--- src/rtl/cgi_pkg.sv ---
// Package for the cylindrical grid interpolator.
// Holds the shared widths, defaults and saturation constants; no dependencies.
package cgi_pkg;

	localparam int CELL_COUNT_DEF = 1024;
	localparam int DATA_W = 32;
	localparam int INDEX_W = 10;
	localparam int ROOT_W = 32;
	localparam int DIFF_W = DATA_W + 1;
	localparam int PROD_W = 2 * DIFF_W;
	localparam int MAG_W = 35;
	localparam int SUM_W = MAG_W + 1;
	localparam logic [MAG_W-1:0] SAT_LIMIT = MAG_W'(1) << 34;

endpackage

--- src/rtl/cgi_div.sv ---
// Restoring unsigned divider, one quotient bit per cycle.
// Depends on cgi_pkg for the default widths.
module cgi_div #(
	parameter int NUM_W = cgi_pkg::PROD_W,
	parameter int DEN_W = cgi_pkg::DIFF_W
) (
	input  logic             clk,
	input  logic             arst_n,
	input  logic             start,
	input  logic [NUM_W-1:0] num,
	input  logic [DEN_W-1:0] den,
	output logic             done,
	output logic [NUM_W-1:0] quot
);

	localparam int CNT_W = $clog2(NUM_W + 1);

	logic [NUM_W-1:0] num_q;
	logic [DEN_W-1:0] den_q;
	logic [DEN_W-1:0] rem_q;
	logic [CNT_W-1:0] cnt_q;
	logic             busy_q;
	logic             done_q;
	logic [DEN_W:0]   shifted;
	logic [DEN_W:0]   diff;
	logic             take;

	always_comb begin
		shifted = {rem_q, num_q[NUM_W-1]};
		diff = shifted - {1'b0, den_q};
		take = shifted >= {1'b0, den_q};
	end

	always_ff @(posedge clk or negedge arst_n) begin
		if (!arst_n) begin
			busy_q <= 1'b0;
			done_q <= 1'b0;
			cnt_q <= '0;
		end else begin
			done_q <= 1'b0;
			if (start) begin
				busy_q <= 1'b1;
				cnt_q <= '0;
				num_q <= num;
				den_q <= den;
				rem_q <= '0;
			end else if (busy_q) begin
				rem_q <= take ? diff[DEN_W-1:0] : shifted[DEN_W-1:0];
				num_q <= {num_q[NUM_W-2:0], take};
				if (cnt_q == CNT_W'(NUM_W - 1)) begin
					busy_q <= 1'b0;
					done_q <= 1'b1;
				end
				cnt_q <= cnt_q + 1'b1;
			end
		end
	end

	assign done = done_q;
	assign quot = num_q;

endmodule
--- config.mk ---
export PLATFORM = sky130hd
export DESIGN_NAME = cgi_div
export DESIGN_NICKNAME = d
export VERILOG_FILES = /design/src/rtl/cgi_pkg.sv /design/src/rtl/cgi_div.sv
export SDC_FILE = /design/constraint.sdc
export NUM_CORES = 1
export LEC_CHECK = 0
export BUFFER_PORTS_ARGS = -buffer_cell sky130_fd_sc_hd__buf_2
export CAP_MARGIN = 20
export CORE_ASPECT_RATIO = 1.2
export CORE_MARGIN = 2
export CORE_UTILIZATION = 50
export DETAILED_ROUTE_END_ITERATION = 6
export PLACE_DENSITY = 0.88
export SLEW_MARGIN = 20
export SYNTH_ARGS = -nofsm -noshare
export SYNTH_HDL_FRONTEND = slang
export SYNTH_SLANG_ARGS = --single-unit
--- constraint.sdc ---
create_clock -name clk -period 4.3 [get_ports clk]
set_clock_uncertainty 0.2 [all_clocks]
set_input_delay 0.645 -clock clk [delete_from_list [all_inputs] [get_ports clk]]
set_output_delay 0.645 -clock clk [all_outputs]
set_load 0.02 [all_outputs]
==> flow_summary_export.csv <==
group,metric,value,unit
drt,wirelength,20000,microns
timing,clock.fmax,0.281,GHz
drt,drtIter0Drc,401,
timing,layout_min_cycle_time,3.55,ns
worst_setup_path,worst_setup_path_end_kind,"flop",
worst_hold_path,min_path_type,"input pin to flop",
grt,grt_start_max_net_pins,67,
worst_setup_path,path_cells,"inv_1, ha_1, inv_1, fa_1, a21o_1, a221oi_4, o22ai_2, a21oi_2, a21bo_2, nand2_1, buf_4, o211ai_1, a21oi_1",
clock_tree,clk_pin_slew,0.07,ns
timing,hold_viol,0,
layout,fin_util,0.614,
synth,yosys.area.top_type,"edfxtp_1",
layout,nFillCells,1263,
synth,synth_xor_area_frac,0.0239,
layout,final_cell_mix,"167 x buf_2, 132 x edfxtp_1, 74 x nand2_1",
placement,place_area,9060,sq um
floorplan,initial_core_util,0.514,
drt,vias_per_cell,5.77,
clock_tree,clockBufferDepth,2,
layout,final_common_cell,"buf_2",
drt,wl_per_cell,18.3,microns
synth,seq_area_frac_synth,0.519,
drt,vias,6292,
timing,slew_headroom,0.355,
worst_setup_path,max_stage_delay,0.42,ns
clock_tree,cts_resized,0,
timing,rsz0062_at_grt,"false",
clock_tree,htreeDepth,4,
timing,worstMarginPinSlew,0.956,ns
power_and_ir_drop,ir_drop,239,uV
floorplan,core_area,15700,sq um
synth,synth-compound-area-share,0.148,
clock_tree,clock_latency,0.43,ns
worst_setup_path,worst_path_most_repeated_cell,"inv_1",
synth,synth_top_family_by_area,"compound AO/OA/AOI/OAI gates",
placement,gp_congestion,0.952,
worst_setup_path,path_delay_family,"compound AO/OA/AOI/OAI gates",
worst_setup_path,ff2ff_path_depth,13,
worst_setup_path,slowest_stage,"edfxtp_1",
grt,track_usage,0.238,
synth,syn_nets,841,
clock_tree,clock_sinks,141,
worst_setup_path,required,4.26,ns
placement,portBuffers,168,
floorplan,ios,169,
worst_setup_path,critPathBufInv,3,
worst_setup_path,r2r_slack,0.75,ns
worst_setup_path,critPathLaunchType,"flop",
synth,synth-simple-area-share,0.109,
grt,first_global_vias,6649,
worst_setup_path,crit_start,"quot[65]",
layout,fin_area,9640,sq um
layout,drive_gt1_frac,0.335,
timing,setup_viol_count_final,0,
synth,async_reset_ff_frac,0.0638,
floorplan,placementRows,50,
worst_setup_path,r2r_start,"quot[65]",
synth,synth_top_area_share,0.491,
synth,synth_area_per_cell,11.5,sq um
power_and_ir_drop,power,4220,uW
worst_setup_path,reg2reg_to,"rem_q[2]",
timing,finalCritPeriodShare,0.827,
layout,area_growth_syn_to_layout,19.4,%
layout,nNetsFinal,1006,
synth,synth_seq_cells,141,
floorplan,die_x,120,microns
synth,synth_flop_cell,"edfxtp_1",
drt,route.detailed.drc,0,
drt,firstDrtPassIters,5,
worst_setup_path,cp_max_fo,21,
floorplan,dieArea,17200,sq um
worst_setup_path,worstSetupPathType,"flop to flop",
worst_setup_path,endpoint,"rem_q[2]",
timing,setup_tns,0,ns
synth,yosys-top-cells-area,"edfxtp_1 49%, mux2_2 9.2%, ha_1 5.4%",
synth,synth_edf_count,132,
synth,synth_area,8070,sq um
status,status,"finished clean",
floorplan,die_h,143,microns
placement,dp_hpwl,14500,microns
flow_run,max_cap_viol_count,0,
clock_tree,cts_tree,"built",
grt,antenna_found_initial,1,
timing,slew_violations,0,
synth,synth_cell_types,74,
power_and_ir_drop,cellLeakagePower,0.00399,uW
synth,synthMuxAreaShare,0.0946,
clock_tree,cts-root-buf,"clkbuf_16",
grt,grt_overflow,0,
worst_setup_path,worstSetupPathDepth,13,
synth,ys_warn_count,0,
clock_tree,cts_made_buffers,17,
drt,antenna_left,0,
synth,netlist_instances,703,
worst_setup_path,worst_ep_arrival_time,3.51,ns
synth,synth-adder-area-share,0.0568,
power_and_ir_drop,power_density,438,nW/um^2
grt,grt_pass1_wl,31900,microns
Yosys cell counts, types with 8 or more instances:
cell	number
edfxtp_1	132
nand2_1	74
mux2_2	66
inv_1	49
nor2_1	42
a21oi_1	38
ha_1	35
o21ai_0	27
a311oi_1	24
nand3_1	14
a21o_1	12
nand4_1	12
xnor2_1	12
clkbuf_1	10
xor2_1	10
buf_2	9
dfrtp_1	9
or3_1	9
a211oi_1	8
kinds of logic after synthesis:
family / Yosys count
and+or+nand+nor: 186
AOI/OAI and AO/OA: 166
DFF: 141
buffers and inverters: 84
muxes: 68
adders and majority gates: 36
xor gates and xnor gates: 22
flip-flops by register name, summed over array words and instances (netlist names):
name	cells
done	1
quot	66
cnt_q	7
den_q	33
busy_q	1
rem_q	33
worst reg2reg max path, cell delays in order (launching register included):
cell and delay [ns]:
edfxtp_1 0.42, inv_1 0.08, ha_1 0.17, inv_1 0.06
fa_1 0.41, a21o_1 0.24, a221oi_4 0.31, o22ai_2 0.18
a21oi_2 0.28, a21bo_2 0.24, nand2_1 0.16, buf_4 0.27
o211ai_1 0.20, a21oi_1 0.09
per-stage QoR:
stage               hold WS, ns  setup slack [ns]  std cells
floorplan                 0.149             0.908        703
global placement          0.286             0.946       1056
detailed placement        0.287             0.834       1056
CTS                       0.177             0.793       1089
global route              0.174             0.546       1089
finish                    0.186             0.745       1090
what timing repair did:
action	4_1_cts	5_1_grt
buffers inserted	0	0
endpoints found under the setup margin	0	0
hold buffers	1	0
hold endpoints to repair	1	0
area by class of cell:
class,count,area (sq um),share of cell area
diodes,1,2.50,0.000260
clock buffers,18,429,0.0445
clock inverters,14,135,0.0140
inverters,50,188,0.0195
multi-input cells,478,3500,0.363
flip-flops and latches,141,4190,0.435
well taps,208,260,0.0270
repair buffers,180,936,0.0971
where the power goes:
| part | switching, uW | leakage [uW] | internal [uW] |
|---|---|---|---|
| sequential | 78.6 | 0.00141 | 1660 |
| clock | 644 | 0.000274 | 770 |
| combinational | 628 | 0.00231 | 434 |
how the worst min path moves through the flow:
stage | cells past startpoint | end | start
after floorplan | 0 | busy_q | arst_n
final | 1 | den_q[4] | den[4]
after global routing | 1 | den_q[2] | den[2]
after global placement | 1 | busy_q | arst_n
after CTS | 1 | den_q[2] | den[2]
after detailed placement | 1 | busy_q | arst_n
per-layer routing:
layer	GRT usage	routed length [microns]	up-vias
met3	0.0751	1650	41
met4	0.102	566	2
li1	-	-	2985
met5	0	13	-
met1	0.266	7760	2981
met2	0.417	9960	283
(Power assumes the default switching activity.)
