==> src/rtl/cgi_pkg.sv <==
// Package for the cylindrical grid interpolator.
// Holds the shared widths, defaults and saturation constants; no dependencies.
package cgi_pkg;

	localparam int CELL_COUNT_DEF = 1024;
	localparam int DATA_W = 32;
	localparam int INDEX_W = 10;
	localparam int ROOT_W = 32;
	localparam int DIFF_W = DATA_W + 1;
	localparam int PROD_W = 2 * DIFF_W;
	localparam int MAG_W = 35;
	localparam int SUM_W = MAG_W + 1;
	localparam logic [MAG_W-1:0] SAT_LIMIT = MAG_W'(1) << 34;

endpackage

==> src/rtl/cgi_sqrt.sv <==
// Bit-serial integer square root, two radicand bits per cycle.
// Depends on cgi_pkg for the root width.
module cgi_sqrt #(
	parameter int ROOT_W = cgi_pkg::ROOT_W
) (
	input  logic                  clk,
	input  logic                  arst_n,
	input  logic                  start,
	input  logic [2*ROOT_W-1:0]   radicand,
	output logic                  done,
	output logic [ROOT_W-1:0]     root
);

	localparam int REM_W = ROOT_W + 4;
	localparam int CNT_W = $clog2(ROOT_W + 1);

	logic [2*ROOT_W-1:0] rad_q;
	logic [REM_W-1:0]    rem_q;
	logic [ROOT_W-1:0]   root_q;
	logic [CNT_W-1:0]    cnt_q;
	logic                busy_q;
	logic                done_q;
	logic [REM_W-1:0]    shifted;
	logic [REM_W-1:0]    trial;
	logic                take;

	always_comb begin
		shifted = {rem_q[REM_W-3:0], rad_q[2*ROOT_W-1 -: 2]};
		trial = {2'b00, root_q, 2'b01};
		take = shifted >= trial;
	end

	always_ff @(posedge clk or negedge arst_n) begin
		if (!arst_n) begin
			busy_q <= 1'b0;
			done_q <= 1'b0;
			cnt_q <= '0;
		end else begin
			done_q <= 1'b0;
			if (start) begin
				busy_q <= 1'b1;
				cnt_q <= '0;
				rad_q <= radicand;
				rem_q <= '0;
				root_q <= '0;
			end else if (busy_q) begin
				rad_q <= rad_q << 2;
				rem_q <= take ? shifted - trial : shifted;
				root_q <= {root_q[ROOT_W-2:0], take};
				if (cnt_q == CNT_W'(ROOT_W - 1)) begin
					busy_q <= 1'b0;
					done_q <= 1'b1;
				end
				cnt_q <= cnt_q + 1'b1;
			end
		end
	end

	assign done = done_q;
	assign root = root_q;

endmodule

==> config.mk <==
export PLATFORM = sky130hd
export DESIGN_NAME = cgi_sqrt
export DESIGN_NICKNAME = d
export VERILOG_FILES = /design/src/rtl/cgi_pkg.sv /design/src/rtl/cgi_sqrt.sv
export SDC_FILE = /design/constraint.sdc
export NUM_CORES = 1
export LEC_CHECK = 0
export BUFFER_PORTS_ARGS = -buffer_cell sky130_fd_sc_hd__buf_2
export CAP_MARGIN = 10
export CORE_ASPECT_RATIO = 0.6
export CORE_MARGIN = 2
export CORE_UTILIZATION = 53
export CTS_CLUSTER_SIZE = 8
export DETAILED_ROUTE_END_ITERATION = 7
export HOLD_SLACK_MARGIN = 0.12
export PLACE_DENSITY = 0.78
export SLEW_MARGIN = 20
export SYNTH_ARGS = -nofsm -noshare
export SYNTH_HDL_FRONTEND = slang
export SYNTH_SLANG_ARGS = --single-unit
==> constraint.sdc <==
create_clock -name clk -period 6.15 [get_ports clk]
set_input_delay 0.9225 -clock clk [delete_from_list [all_inputs] [get_ports clk]]
set_output_delay 0.9225 -clock clk [all_outputs]
set_load 0.02 [all_outputs]
==> results.md, run 1 <==
- First-pass GRT wire length: 31100 µm
- Gpl congestion: 0.936
- Slowest stage cell, crit path: a21oi_2
- Slew HR: 31.6%
- Maxcap violations: 0
- Synth Cell Area: just over 0.008 mm²
- TritonRoute pass-1 iters: 5
- Share of synthesized registers carrying an async set or reset: 5.80%
- Synth area leaders: edfxtp_1, mux2_2, ha_1
- GRT Total Usage: 24.2%
- H-tree lvl count: 4
- Crit path kind: flop to flop
- Synth area leader: edfxtp_1
- Post-DRT Antenna Nets: 0
- Post-synth top area share: a little under half
- Die Y: 100 µm
- Drt wl/cell: 18.3 µm
- Avg Cell Area, Syn: approximately 11 µm²
- Grt total ovfl: 0
- Actual slew at the worst max-slew pin: 1020 ps
- Clock latency on the worst-skew pair: between 400 and 500 ps
- Syn nets: around 860
- Initial antenna violation count: 0
- Hold Violations, Final: 0
- Run status: complete, no violations
- Die X: between 150 and 200 µm
- CTS tree: done
- Post-cts resize count: 0
- Tcrit/Tclk final: between 50 and 60%
- Detailed placement HPWL: 12900 µm
- Lkg Pwr: slightly below 0.004 µW
- RSZ-0062 raised after global routing: false
- Met2 wire len: 8060 µm
- Starting Density: 53.8%
- IR Drop Worst-Case VDD: ~0.16 mV
- Area Overhead vs Synth: 15.2%
- Placed cell count: around 1000
- CP required: 6390 ps
- Setup Skew: roughly 7.9 ps
- Register bit total from synthesis: 138
- Top routing layer used: met4
- F_max: 277 MHz
- DRT met1 WL: 9350 µm
- Drc violations: 0
- DIE AREA: roughly 0.017 mm²
- Power Dens Cells: about 340 mW/mm²
- Share of cells above drive strength 1: 24.2%
- Worst Path Arrival: between 3000 and 4000 ps
- 1st-iter DRT viols: roughly 570
- Final Net Count: roughly 940
- Post-synth EDFFs: 130
- Final Setup Violations: 0
- Setup TNS: 0 ps
- Slowest stage delay, CP: between 500 and 600 ps
- Min Clock Period, post-route: 3610 ps
- Syn Inst Count: 760
- Critical-path cell list: inv_1 -> ha_1 -> a21o_1 -> a21oi_1 -> o2111ai_1 -> a21o_1 -> a31o_4 -> a21oi_2 -> buf_4 -> nor4_1 -> nor4_1
- Clock-pin slew on the worst setup and hold paths: 70 ps
- Hold buffer count at CTS: 0
- Max Slew Vio Count: 0
- Largest net degree at the start of global routing: 85
- Number of CTS-inserted buffers: 17
- Top Ports: 100
- Max Buffers Root-to-Sink: 2
- # Post-CTS Setup Buffers: 0
- Port Buf Inserts: 99
- Met3 wire length: approximately 1700 µm
- Most common cell after layout, fill and taps aside: edfxtp_1
- Fin cells: about 1100
- Sequential element share of the synthesized area: 50.0%
- Via count: 6315
- Startpoint types: flop
- Antenna diode count: 0
- Drt via density: 5.98
- Row cnt: 35
- Routed wire length: 19300 µm
- Worst Setup End Kind: flop
- Vias in the first global route: 5829
- Netlist cell types: 54
- Leading cell types in the layout, fill and taps excluded: edfxtp_1, buf_2, nor2_1
- Critical Path Fanout Max: 27
- Yosys warnings: 0
- Clock root buffer: clkbuf_16
- Core area: about 0.015 mm²
- Hold Crit Class: flop to flop
- Sink Count: between 100 and 150
- Top FF cell, synth: edfxtp_1
==> final cells by class <==
class / instances / area (µm²)
Clock buffer: 17 / 425
Clock inverter: 15 / 198
Fill cell: 1205 / 5780
Inverter: 39 / 146
Multi-Input combinational cell: 540 / 3790
Sequential cell: 138 / 4110
Tap cell: 203 / 254
Timing Repair Buffer: 104 / 538
==> registers in the layout, summed over array words and instances (netlist names) <==
signal and flops:
rem_q 34, root 32, cnt_q 6, done 1, busy_q 1, rad_q 64
==> kinds of logic after synthesis <==
kind of cell	count (synthesis)	share of synthesized area (%)
XOR/XNOR	27	2.88
AO/OA/AOI/OAI	159	13.0
adder cells (fa/ha/maj)	35	5.34
AND/OR/NAND/NOR	223	12.1
multiplexers	96	12.7
buffers and inverters	82	3.93
flip-flops	138	50.0
==> metal layers <==
metal	vias to the layer above	track usage, %
met5	-	0
met1	3017	38.3
li1	3000	-
met3	13	5.70
met2	285	33.1
met4	0	6.29
==> critical path, delay by kind of cell (launching register included) <==
family,cells,cell delay (ps)
compound gates,6,1720
buf+inv,2,490
flops,1,410
fa+ha+maj,1,400
simple gates,2,400
==> stage by stage <==
step	util (%)	hold WS [ps]	total power, µW	instance area (µm²)	worst slack (ps)
after global placement	58.0	526	2110	8830	2680
after floorplan	-	486	1900	8210	1520
after detailed placement	58.0	534	2120	8830	2660
final	62.0	544	3220	9460	2540
after CTS	62.0	546	3210	9460	2600
after global routing	62.0	555	3380	9460	2320
==> cells in the mapped netlist, types with 8 or more instances <==
cell,count
nor2_1,87
ha_1,35
o31ai_1,9
a32oi_1,10
o21ai_0,24
nand3_1,15
edfxtp_1,130
nand2_1,71
buf_2,12
clkbuf_1,24
xnor2_1,14
dfrtp_1,8
mux2_2,62
a311oi_1,16
nand4_1,13
a21oi_1,45
o21ai_1,8
mux2i_1,34
inv_1,38
xor2_1,13
==> final timing paths <==
path | start | depth (start not counted) | slack, ps | endpoint
hold reg to reg | rad_q[17] | 1 | 540 | rad_q[19]
min in group asynchronous | arst_n | 2 | 770 | cnt_q[1]
setup reg to reg | root[6] | 11 | 2540 | rem_q[32]
setup / recovery | root[6] | 11 | 2540 | rem_q[32]
hold / removal | rad_q[17] | 1 | 540 | rad_q[19]
max in group asynchronous | arst_n | 2 | 4630 | busy_q
==> power by group <==
part           switching [µW]  internal [µW]  leakage, µW
logic                     546            356      0.00223
clock network             463            622     0.000303
registers                72.8           1160      0.00141
(Power assumes the default switching activity.)
==> run 2: changes to the inputs <==
- PLACE_DENSITY: 0.78 -> 0.81
- clock period: 6.15 -> 3.2 ns (I/O delays scaled with it)
==> results.md, run 2 (synthesized netlist as in run 1, its figures left out) <==
- First-pass GRT wire length: 31000 µm (was 31100 µm)
- Register Area: 0.00411 mm² (unchanged)
- Pint: 4020 µW (was 2140 µW)
- CTS tree: done (unchanged)
- Lkg Pwr: 0.00400 µW (was 0.00394 µW)
- Final Setup Violations: 0 (unchanged)
- Biggest register: rad_q (unchanged)
- Final Net Count: 957 (was 942)
- Gpl congestion: 1.00 (was 0.936)
- Area Overhead vs Synth: 16.8% (was 15.2%)
- RSZ-0062 raised after global routing: false (unchanged)
- Actual slew at the worst max-slew pin: 1020 ps (about the same)
- TritonRoute pass-1 iters: 6 (was 5)
- Multi-input logic area: 0.00380 mm² (was 0.00379 mm²)
- Via count: 6412 (was 6315)
- Drt via density: 5.98 (about the same)
- Largest net degree at the start of global routing: 75 (was 85)
- Initial antenna violation count: 1 (was 0)
- Slew HR: 31.8% (was 31.6%)
- Routed wire length: 19500 µm (was 19300 µm)
- Die X: 165 µm (unchanged)
- Setup TNS: 0 ps (unchanged)
- H-tree lvl count: 4 (unchanged)
- Largest register FFs: 64 (unchanged)
- Critical Path Fanout Max: 23 (was 27)
- Sw Pwr: 2140 µW (was 1080 µW)
- Worst Setup End Kind: flop (unchanged)
- Row cnt: 35 (unchanged)
- Hold Crit Class: input pin to asynchronous set/reset pin (was flop to flop)
- 1st-iter DRT viols: 744 (was 571)
- Sequential Power Share: 38.4% (was 38.3%)
- Max Slew Vio Count: 0 (unchanged)
- Sink Count: 138 (unchanged)
- Tcrit/Tclk final: 95.8% (was 58.8%)
- Grt total ovfl: 0 (unchanged)
- Clock root buffer: clkbuf_16 (unchanged)
- Hold Violations, Final: 0 (unchanged)
- Drc violations: 0 (unchanged)
- Starting Density: 53.8% (unchanged)
- Core area: 0.0152 mm² (unchanged)
- Worst Path Arrival: 3310 ps (was 3860 ps)
- Clock latency on the worst-skew pair: 420 ps (was 430 ps)
- Vias in the first global route: 5776 (was 5829)
- IR Drop Worst-Case VDD: 0.370 mV (was 0.159 mV)
- Leading cell types in the layout, fill and taps excluded: edfxtp_1, buf_2, nor2_1 (unchanged)
- Maxcap violations: 0 (unchanged)
- Switching share of total power: 34.7% (was 33.6%)
- F_max: 326 MHz (was 277 MHz)
- Port Buf Inserts: 99 (unchanged)
- Number of CTS-inserted buffers: 17 (unchanged)
- Drt wl/cell: 18.2 µm (was 18.3 µm)
- Most common cell after layout, fill and taps aside: edfxtp_1 (unchanged)
- Power Dens Cells: 643 mW/mm² (was 340 mW/mm²)
- Detailed placement HPWL: 13300 µm (was 12900 µm)
- Die Y: 100 µm (unchanged)
- DIE AREA: 0.0165 mm² (unchanged)
- Clock-pin slew on the worst setup and hold paths: 70 ps (about the same)
- Share of cells above drive strength 1: 25.7% (was 24.2%)
- Startpoint types: flop (unchanged)
- Setup Skew: 10.5 ps (was 7.95 ps)
- Clock power share: 32.2% (was 33.7%)
- Run status: complete, no violations (unchanged)
- Top Ports: 100 (unchanged)
- Post-DRT Antenna Nets: 0 (unchanged)
- Max Buffers Root-to-Sink: 2 (unchanged)
- Crit path kind: flop to flop (unchanged)
- Min Clock Period, post-route: 3070 ps (was 3610 ps)
- GRT Total Usage: 24.2% (about the same)
- # fillers: 1200 (was 1205)
- Comb pwr share: 29.4% (was 28.0%)
- Hold buffer count at CTS: 0 (unchanged)
- Post-layout util: 62.9% (was 62.0%)
- CP required: 3440 ps (was 6390 ps)
-- run 2: what timing repair did --
action / CTS / global route
endpoints found under the setup margin: 0 / 6
gates resized for setup: 0 / 4
setup buffers: 0 / 0
-- run 2: through the flow --
stage / cell area, µm² / std cells / power [µW] / hold WS, ps / setup WS (ps)
2_1_floorplan: 8210 / 760 / 3640 / 184 / 244
3_3_place_gp: 8960 / 1039 / 4110 / 526 / 296
3_5_place_dp: 8960 / 1039 / 4140 / 533 / 196
4_1_cts: 9560 / 1071 / 6120 / 324 / 179
5_1_grt: 9580 / 1071 / 6460 / 326 / 17.6
6_report: 9580 / 1072 / 6160 / 325 / 133
-- run 2: layout make-up --
type                       instances  share of cell area [%]
clock inverter                    15                    1.84
inverter                          39                    1.53
tap                              203                    2.65
antenna                            1                  0.0261
multi-input combinational        540                    39.6
timing repair buffer             119                    7.00
clock buffer                      17                    4.44
sequential                       138                    42.9
-- run 2: final timing paths --
kind,start,slack [ps],cells after the start,to
setup / recovery,root[1],130,11,rem_q[26]
hold / removal,arst_n,320,2,cnt_q[3]
setup reg to reg,root[1],130,11,rem_q[26]
hold reg to reg,rad_q[40],550,1,rad_q[42]
max in group asynchronous,arst_n,2140,2,busy_q
min in group clk,radicand[0],330,2,rad_q[0]
-- run 2: power by group through the flow --
stage                     sequential [µW]  clock (µW)  combinational, µW
after floorplan                      2380           0               1260
after global placement               2390           0               1720
after detailed placement             2390           0               1740
after CTS                            2360        2000               1760
after global routing                 2380        2080               2000
final                                2370        1980               1810
-- run 2: routing by layer --
metal / GRT usage [%] / vias to the layer above / wire [µm]
met2: 32.0 / 303 / 8000
li1: - / 3038 / -
met3: 7.44 / 20 / 1960
met4: 5.48 / 0 / 165
met1: 38.4 / 3051 / 9420
met5: 0 / - / 0
-- run 2: critical path, cell delays in order, from the launching register on --
cell and delay [ps]:
edfxtp_1 410, inv_1 70, ha_1 350, o21ai_1 270, a21oi_1 150, or2_1 310
a21o_1 210, a31o_4 270, a21oi_2 220, buf_6 250, nand2_1 90, a311oi_1 280
